### config.mk
export PLATFORM = sky130hd
export DESIGN_NAME = timer_table_with_periodic_reload_unit
export DESIGN_NICKNAME = d
export VERILOG_FILES = /design/src/sv/ttr_pkg.sv /design/src/sv/ttr_ctrl.sv /design/src/sv/ttr_dp.sv /design/src/sv/timer_table_with_periodic_reload_unit.sv
export SDC_FILE = /design/constraint.sdc
export NUM_CORES = 2
export LEC_CHECK = 0
export BUFFER_PORTS_ARGS = -buffer_cell sky130_fd_sc_hd__buf_2
export CORE_MARGIN = 3
export CORE_UTILIZATION = 55
export CTS_BUF_LIST = sky130_fd_sc_hd__clkbuf_4
export DETAILED_ROUTE_END_ITERATION = 10
export GPL_ROUTABILITY_DRIVEN = 0
export GPL_TIMING_DRIVEN = 0
export PLACE_DENSITY = 0.69
export SLEW_MARGIN = 20
export SYNTH_ARGS = -nofsm -noshare
export SYNTH_HDL_FRONTEND = slang
export SYNTH_HIERARCHICAL = 1
export SYNTH_SLANG_ARGS = --single-unit
### constraint.sdc
create_clock -name clk -period 13.19 [get_ports clk]
set_input_delay 3.2975 -clock clk [delete_from_list [all_inputs] [get_ports clk]]
set_output_delay 3.2975 -clock clk [all_outputs]
set_load 0.01 [all_outputs]
### src/sv/ttr_pkg.sv
// Shared types and codes for the timer table with periodic reload.
// No dependencies.
`default_nettype none
package ttr_pkg;

  localparam logic [1:0] KIND_ADD    = 2'd0;
  localparam logic [1:0] KIND_CANCEL = 2'd1;
  localparam logic [1:0] KIND_TICK   = 2'd2;

  typedef struct packed {
    logic [1:0]  kind;
    logic [3:0]  timer_id;
    logic [47:0] deadline;
    logic [47:0] period;
    logic [47:0] now_time;
  } cmd_t;

  typedef struct packed {
    logic [1:0] result_kind;
    logic       earliest_changed;
    logic       found;
    logic       expired_valid;
    logic [3:0] expired_id;
    logic       last;
  } rsp_t;

  typedef enum logic [2:0] {
    ST_IDLE,
    ST_ADD_SCAN,
    ST_TICK_SCAN,
    ST_SEL_SCAN,
    ST_EMIT
  } state_t;

  // Controller to datapath
  typedef struct packed {
    logic capture;     // latch command, clear scan state
    logic scan_step;   // visit slot at scan index
    logic scan_clear;  // restart scan index and best tracker
    logic add_commit;  // write add, emit ack
    logic cancel_do;   // cancel, emit ack
    logic emit_best;   // pop best pending, emit report
    logic emit_none;   // emit empty tick report
  } ctl_t;

  // Datapath to controller
  typedef struct packed {
    logic scan_done;      // scan index at last slot
    logic any_pending;
    logic multi_pending;  // two or more expired timers still to report
  } sts_t;

endpackage
`default_nettype wire

### src/sv/ttr_ctrl.sv
// Controller state machine for the timer table.
// Depends on ttr_pkg.
`default_nettype none
module ttr_ctrl (
  input  wire logic            clk,
  input  wire logic            rst,
  input  wire logic            start,
  input  wire logic [1:0]      kind,
  input  wire ttr_pkg::sts_t   sts,
  output ttr_pkg::ctl_t        ctl,
  output logic                 busy
);

  ttr_pkg::state_t state, state_next;
  logic [1:0] op;

  always_ff @(posedge clk) begin
    if (rst) begin
      state <= ttr_pkg::ST_IDLE;
      op <= ttr_pkg::KIND_ADD;
    end else begin
      state <= state_next;
      if (start && !busy) op <= kind;
    end
  end

  always_comb begin
    state_next = state;
    case (state)
      ttr_pkg::ST_IDLE: begin
        if (start) begin
          if (kind == ttr_pkg::KIND_ADD) state_next = ttr_pkg::ST_ADD_SCAN;
          else if (kind == ttr_pkg::KIND_TICK) state_next = ttr_pkg::ST_TICK_SCAN;
          else state_next = ttr_pkg::ST_EMIT;
        end
      end
      ttr_pkg::ST_ADD_SCAN: if (sts.scan_done) state_next = ttr_pkg::ST_EMIT;
      ttr_pkg::ST_TICK_SCAN: if (sts.scan_done) state_next = ttr_pkg::ST_SEL_SCAN;
      ttr_pkg::ST_SEL_SCAN: if (sts.scan_done) state_next = ttr_pkg::ST_EMIT;
      ttr_pkg::ST_EMIT: begin
        // search again only while another expired timer remains after this one
        if (op == ttr_pkg::KIND_TICK && sts.multi_pending)
          state_next = ttr_pkg::ST_SEL_SCAN;
        else
          state_next = ttr_pkg::ST_IDLE;
      end
      default: state_next = ttr_pkg::ST_IDLE;
    endcase
  end

  always_comb begin
    ctl = '0;
    busy = (state != ttr_pkg::ST_IDLE);
    case (state)
      ttr_pkg::ST_IDLE: ctl.capture = start;
      ttr_pkg::ST_ADD_SCAN: ctl.scan_step = 1'b1;
      ttr_pkg::ST_TICK_SCAN: begin
        ctl.scan_step = 1'b1;
        ctl.scan_clear = sts.scan_done;
      end
      ttr_pkg::ST_SEL_SCAN: ctl.scan_step = 1'b1;
      ttr_pkg::ST_EMIT: begin
        ctl.scan_clear = 1'b1;
        case (op)
          ttr_pkg::KIND_ADD: ctl.add_commit = 1'b1;
          ttr_pkg::KIND_CANCEL: ctl.cancel_do = 1'b1;
          ttr_pkg::KIND_TICK: begin
            ctl.emit_best = sts.any_pending;
            ctl.emit_none = !sts.any_pending;
          end
          default: ;
        endcase
      end
      default: ;
    endcase
  end

endmodule
`default_nettype wire

### src/sv/ttr_dp.sv
// Datapath: slot store, serial min/expiry scan, reload adder.
// Depends on ttr_pkg.
`default_nettype none
module ttr_dp #(
  parameter int SLOTS = 16,
  parameter int TIME_BITS = 48
) (
  input  wire logic          clk,
  input  wire logic          rst,
  input  wire ttr_pkg::cmd_t cmd_in,
  input  wire ttr_pkg::ctl_t ctl,
  output ttr_pkg::sts_t      sts,
  output logic               strobe,
  output ttr_pkg::rsp_t      rsp
);

  localparam int IW = (SLOTS > 1) ? $clog2(SLOTS) : 1;
  localparam logic [TIME_BITS-1:0] TMAX = '1;

  logic [1:0]           c_kind;
  logic [3:0]           c_id;
  logic [TIME_BITS-1:0] c_dl, c_per, c_now;
  logic [SLOTS-1:0]     active, pending;
  logic [TIME_BITS-1:0] dl_mem [SLOTS];
  logic [TIME_BITS-1:0] per_mem [SLOTS];
  logic [IW-1:0]        idx, best;
  logic                 have, tick_seen;
  logic [TIME_BITS-1:0] best_dl;
  logic                 id_ok;
  logic [IW-1:0]        cid;
  logic [TIME_BITS-1:0] cur_dl, b_dl, b_per;
  logic [TIME_BITS:0]   sum;
  logic                 visit;
  logic                 mark_mode;
  logic                 best_hit;
  logic                 multi;
  logic                 rsp_load;
  ttr_pkg::rsp_t        rsp_next;

  assign id_ok = ({28'd0, c_id} < 32'(SLOTS));
  assign cid = IW'(c_id);
  assign cur_dl = dl_mem[idx];
  assign b_dl = dl_mem[best];
  assign b_per = per_mem[best];
  assign sum = {1'b0, b_dl} + {1'b0, b_per};
  assign multi = |(pending & (pending - 1'b1));
  assign sts.scan_done = (idx == IW'(SLOTS - 1));
  assign sts.any_pending = |pending;
  assign sts.multi_pending = multi;
  // scan visits active slots for add, active slots for tick, pending ones after
  assign visit = tick_seen ? pending[idx] : active[idx];
  assign mark_mode = (c_kind == ttr_pkg::KIND_TICK) && !tick_seen;
  assign best_hit = !mark_mode && visit && (!have || cur_dl < best_dl);
  assign rsp_load = ctl.add_commit || ctl.cancel_do || ctl.emit_best || ctl.emit_none;

  always_comb begin
    rsp_next = '0;
    rsp_next.last = 1'b1;
    if (ctl.add_commit) begin
      rsp_next.result_kind = ttr_pkg::KIND_ADD;
      rsp_next.earliest_changed = id_ok && (!have || c_dl < best_dl);
    end else if (ctl.cancel_do) begin
      rsp_next.result_kind = ttr_pkg::KIND_CANCEL;
      rsp_next.found = id_ok && active[cid];
    end else if (ctl.emit_best) begin
      rsp_next.result_kind = ttr_pkg::KIND_TICK;
      rsp_next.expired_valid = 1'b1;
      rsp_next.expired_id = 4'(best);
      rsp_next.last = !multi;
    end else if (ctl.emit_none) begin
      rsp_next.result_kind = ttr_pkg::KIND_TICK;
    end
  end

  always_ff @(posedge clk) begin
    if (rst) begin
      active <= '0;
      pending <= '0;
      strobe <= 1'b0;
      idx <= '0;
      have <= 1'b0;
      tick_seen <= 1'b0;
    end else begin
      strobe <= rsp_load;
      if (rsp_load) rsp <= rsp_next;
      if (ctl.capture) begin
        c_kind <= cmd_in.kind;
        c_id <= cmd_in.timer_id;
        c_dl <= cmd_in.deadline[TIME_BITS-1:0];
        c_per <= cmd_in.period[TIME_BITS-1:0];
        c_now <= cmd_in.now_time[TIME_BITS-1:0];
      end
      if (ctl.capture || ctl.scan_clear) idx <= '0;
      else if (ctl.scan_step) idx <= idx + 1'b1;
      if (ctl.capture || ctl.scan_clear) have <= 1'b0;
      else if (ctl.scan_step && best_hit) have <= 1'b1;
      if (ctl.capture) tick_seen <= 1'b0;
      else if (ctl.scan_clear && c_kind == ttr_pkg::KIND_TICK) tick_seen <= 1'b1;
      if (ctl.scan_step) begin
        if (mark_mode) begin
          // mark expiry
          if (active[idx] && cur_dl < c_now) begin
            pending[idx] <= 1'b1;
            active[idx] <= 1'b0;
          end
        end else if (best_hit) begin
          best <= idx;
          best_dl <= cur_dl;
        end
      end
      if (ctl.add_commit && id_ok) begin
        active[cid] <= 1'b1;
        dl_mem[cid] <= c_dl;
        per_mem[cid] <= c_per;
      end
      if (ctl.cancel_do && id_ok) active[cid] <= 1'b0;
      if (ctl.emit_best) begin
        pending[best] <= 1'b0;
        if (b_per != '0) begin
          dl_mem[best] <= sum[TIME_BITS] ? TMAX : sum[TIME_BITS-1:0];
          active[best] <= 1'b1;
        end
      end
    end
  end

endmodule
`default_nettype wire

### src/sv/timer_table_with_periodic_reload_unit.sv
// Top level of the timer table with periodic reload.
// Depends on ttr_pkg, ttr_ctrl, ttr_dp.
//
//  channel   handshake        payload
//  command   start / busy     cmd  (ttr_pkg::cmd_t)
//  result    strobe           rsp  (ttr_pkg::rsp_t)
//
// Add: one serial min scan. Cancel: no scan.
// Tick: an expiry scan, then one search per expired timer
// (serial minimum search over the slot table), a single search when none expire.
// Reset clears all slot valid bits directly; no clearing pass.
// Results carry no back pressure: each strobe lasts one cycle.
`default_nettype none
module timer_table_with_periodic_reload_unit #(
  parameter int SLOTS = 16,
  parameter int TIME_BITS = 48
) (
  input  wire logic          clk,
  input  wire logic          rst,
  input  wire logic          start,
  input  wire ttr_pkg::cmd_t cmd,
  output logic               busy,
  output logic               strobe,
  output ttr_pkg::rsp_t      rsp
);

  ttr_pkg::ctl_t ctl;
  ttr_pkg::sts_t sts;

  ttr_ctrl u_ctrl (
    .clk(clk), .rst(rst), .start(start), .kind(cmd.kind),
    .sts(sts), .ctl(ctl), .busy(busy)
  );

  ttr_dp #(.SLOTS(SLOTS), .TIME_BITS(TIME_BITS)) u_dp (
    .clk(clk), .rst(rst), .cmd_in(cmd), .ctl(ctl), .sts(sts),
    .strobe(strobe), .rsp(rsp)
  );

endmodule
`default_nettype wire

==> summary.txt <==
Global route
  – Vias in the first global route: slightly above 60000
  – Initial antenna violation count: 20
  – All-Layer GR Usage: 37.63%
  – Global-route wire length before repair: between 400000 and 500000 microns
  – Total congestion overflow: 0
  – Pin count of the biggest net entering global routing: 31

STA
  – Max Freq: 0.09409 GHz
  – Hold slack: ~440 ps
  – Max-slew violation count: 0
  – Final worst path period share: ~80%
  – Setup Viol. Count Final: 0
  – Clock Skew: 134.4 ps
  – RSZ-0062 raised after global routing: false
  – Final Hold Vio Count: 0
  – Slew margin rel.: under 10%
  – Worst setup margin: roughly 2600 ps
  – Actual slew at the worst max-slew pin: roughly 1400 ps
  – Final Critical Period: 10630 ps

Setup path
  – Worst EP required: about 14000 ps
  – Slowest-stage cell, CP: nor2_1
  – CP Data Arrival Time: about 12000 ps
  – Critical path startpoint category: flop
  – Buf/Inv on CP: 11
  – Kind of cell adding the most delay to the critical path: buffers and inverters
  – Worst setup EP type: flop
  – CP max stage delay: approximately 960 ps
  – Maximum fanout along the worst path: 10
  – Crit path kind: reg2reg
  – Crit-path most repeated cell: clkbuf_1

Synthesis
  – Mux contribution to synthesized area: a little under a fifth
  – Compound-cell area share of the yosys netlist: around 7.3%
  – Synthesized Nets: a little over 6000
  – Area leader, netlist: edfxtp_1
  – Post-Syn Area: 0.08762 sq mm
  – Number of flops mapped to enable cells by yosys: 1748
  – Post-synth top area share: 59.91%
  – Yosys reg bits: between 1500 and 2000
  – Async SR Flop Fraction: 0%
  – Adder-cell area share of the yosys netlist: around 2.8%
  – Main combinational cell family by area after synthesis: multiplexers
  – Syn Area/Cell: approximately 15 sq um
  – Post-synthesis xor/xnor area fraction: less than 1%
  – YS warnings: 6
  – Sequential share of the synthesized area: between 60% and 70%
  – Synth area leaders: edfxtp_1, mux4_2, o21ai_0
  – Simple-Gate Fraction of Synth Area: 6.136%
  – Yosys cell types: 70
  – Most used DFF post-synth: edfxtp_1
  – Cells after synthesis: a little under 6000

Clock tree
  – Post-cts repair resize count: 0
  – TritonCTS clock tree: done
  – Clock Path Buffers: 4
  – Root buffer cell: clkbuf_4
  – H-tree levels: 5
  – Inserted Clock Buffers: between 400 and 500
  – Skew-Pair Late Insertion Delay: around 1400 ps
  – Reg clk slew, reported paths: ~70 ps
  – CTS sink cnt: 1800
  – Post-CTS setup buffer count: 0
  – Hold_buf cts: 0

Final layout
  – Fillers: roughly 12000
  – Proportion of layout cells with a drive suffix above 1: about 29%
  – Post-layout net count: roughly 7000
  – Final Non-Filler Cells: around 9000
  – Util after Layout: between 60 and 70%
  – Area growth syn-to-layout: 13.84%

Route
  – Initial DRC count: 10540
  – Via Count: between 60000 and 70000
  – Total Routed Length: between 300000 and 400000 microns
  – DR pass1 iterations: 9
  – Wire length per cell: ~34 microns
  – Routed Antenna Nets: 0
  – DRT met1 WL: roughly 97000 microns
  – DR vias/cell: 6.929
  – DR top layer: met5
  – Routed met2 length: between 100000 and 150000 microns
  – Metal3 WL: approximately 50000 microns
  – DRC: 0

Power
  – Leak pwr: 35.01 nW
  – Cell Pwr Density: approximately 120 mW/mm^2
  – Worst VDD drop: 0.0001079 V
  – Power Total: 11.59 mW

Placed design
  – Port bufs: ~160
  – Inst Count DP: roughly 8000
  – Post-DP HPWL: ~220000 microns
  – Post-Place Setup Slack: 3213 ps

Outcome
  – Status: completed

Die
  – I/O Pins: about 170
  – Initial core utilization: approximately 56%
  – Full die area: 0.1641 sq mm
  – DIE WIDTH: ~410 microns
  – FP Rows: between 100 and 150
  – CORE AREA: ~0.16 sq mm
  – Die Ht: approximately 410 microns

Hold path
  – Hold Crit Class: reg2reg

Run
  – MaxCap Viol Count: 0
## cells in the final DEF (no fill, tap or decap), types with 64 or more instances in the layout
| cell | instances |
|---|---|
| buf_16 | 64 |
| buf_2 | 265 |
| clkbuf_4 | 691 |
| o21ai_0 | 483 |
| nor2_1 | 352 |
| o21ai_1 | 149 |
| clkinv_1 | 69 |
| mux4_2 | 727 |
| ha_1 | 193 |
| inv_1 | 121 |
| nand2_1 | 643 |
| clkbuf_1 | 290 |
| edfxtp_1 | 1748 |
| a21oi_1 | 316 |
## cells by family (layout without fill, tap and decap cells)
group,count (synthesis),in the layout
flops,1800,1800
compound gates,1165,1165
other cells,0,23
buf+inv,639,1688
simple gates,1262,1262
mux,759,759
fa+ha+maj,197,197
xor+xnor,44,44
## worst register-to-register path, cell delays in order (launching register included)
cell and delay, ps:
dfxtp_1 310, clkbuf_1 240, buf_2 380, buf_2 460, clkbuf_1 650, clkbuf_2 720
clkbuf_1 580, clkbuf_1 860, mux4_2 450, mux4_2 640, ha_1 300, inv_1 90
fa_1 200, nand2b_1 190, a21oi_1 180, o41a_1 480, a211oi_2 500, a31oi_1 260
or2_1 330, nor4_1 270, a21oi_1 120, buf_2 230, buf_1 290, nor2_1 960
clkbuf_1 450, o21ai_0 170
## state kept, by name, indices dropped and copies added (netlist names), 16 cells and up, named ones only
| register | flops |
|---|---|
| u_dp/active | 16 |
| u_dp/best_dl | 48 |
| u_dp/c_dl | 48 |
| u_dp/c_now | 48 |
| u_dp/c_per | 48 |
| u_dp/dl_mem | 768 |
| u_dp/pending | 16 |
| u_dp/per_mem | 768 |
## through the flow
| step | instance area (sq um) | setup TNS (ps) |
|---|---|---|
| final | 99750 | 0 |
| after global routing | 99710 | 0 |
| after CTS | 99640 | 0 |
| after detailed placement | 94020 | 0 |
| after global placement | 91010 | -450000 |
| after floorplan | 87620 | 0 |
## power by group
group          internal [mW]  total, mW  switching [mW]
Sequential              6.31       6.36          0.0503
Clock                   2.44       4.71            2.27
Combinational          0.208      0.526           0.318
## per-layer routing
layer	GRT usage, %	vias up
li1	-	24850
met1	44.61	30570
met5	2.825	-
met2	55.33	5500
met4	25.68	16
met3	16.49	1392
## path summary, 6_finish.rpt
path / start / end / slack [ps] / cells past startpoint
min reg2reg: u_dp/idx[2] / u_dp/best[2] / 440 / 0
max reg2reg: flop / u_dp/dl_mem[4][0] / 2560 / 25
max: flop / u_dp/dl_mem[4][0] / 2560 / 25
min: u_dp/idx[2] / u_dp/best[2] / 440 / 0
## Yosys cell counts (15+ instances only)
cell and n:
nand3_1 22, nor4_1 36, edfxtp_1 1748, a211oi_1 15, o21a_1 27, or3_1 21, nor2b_1 19, dfxtp_1 52
a31oi_1 16, buf_2 84, a21o_1 63, nand2_1 643, mux2i_1 28, xnor2_1 28, a22oi_1 17, nor3_1 39
buf_6 28, nor2_1 368, xor2_1 16, clkbuf_1 339, a21oi_1 317, buf_4 21, buf_1 45, mux4_2 727
inv_1 122, o21ai_1 148, o21ai_0 496, ha_1 193, nand4_1 38
## final cells by class
| class | instances | area (sq um) | area share [%] |
|---|---|---|---|
| Clock buffer | 691 | 5187 | 5.201 |
| Tap cell | 2058 | 2575 | 2.582 |
| Clock inverter | 84 | 437.9 | 0.4390 |
| Timing Repair Buffer | 274 | 3456 | 3.465 |
| Inverter | 122 | 460.4 | 0.4616 |
| Antenna cell | 23 | 57.56 | 0.05770 |
| Sequential cell | 1800 | 53530 | 53.67 |
| Multi-Input combinational cell | 3427 | 31610 | 31.69 |
| Buffer | 517 | 2426 | 2.432 |
No activity file was read; power rests on OpenSTA's default activity.
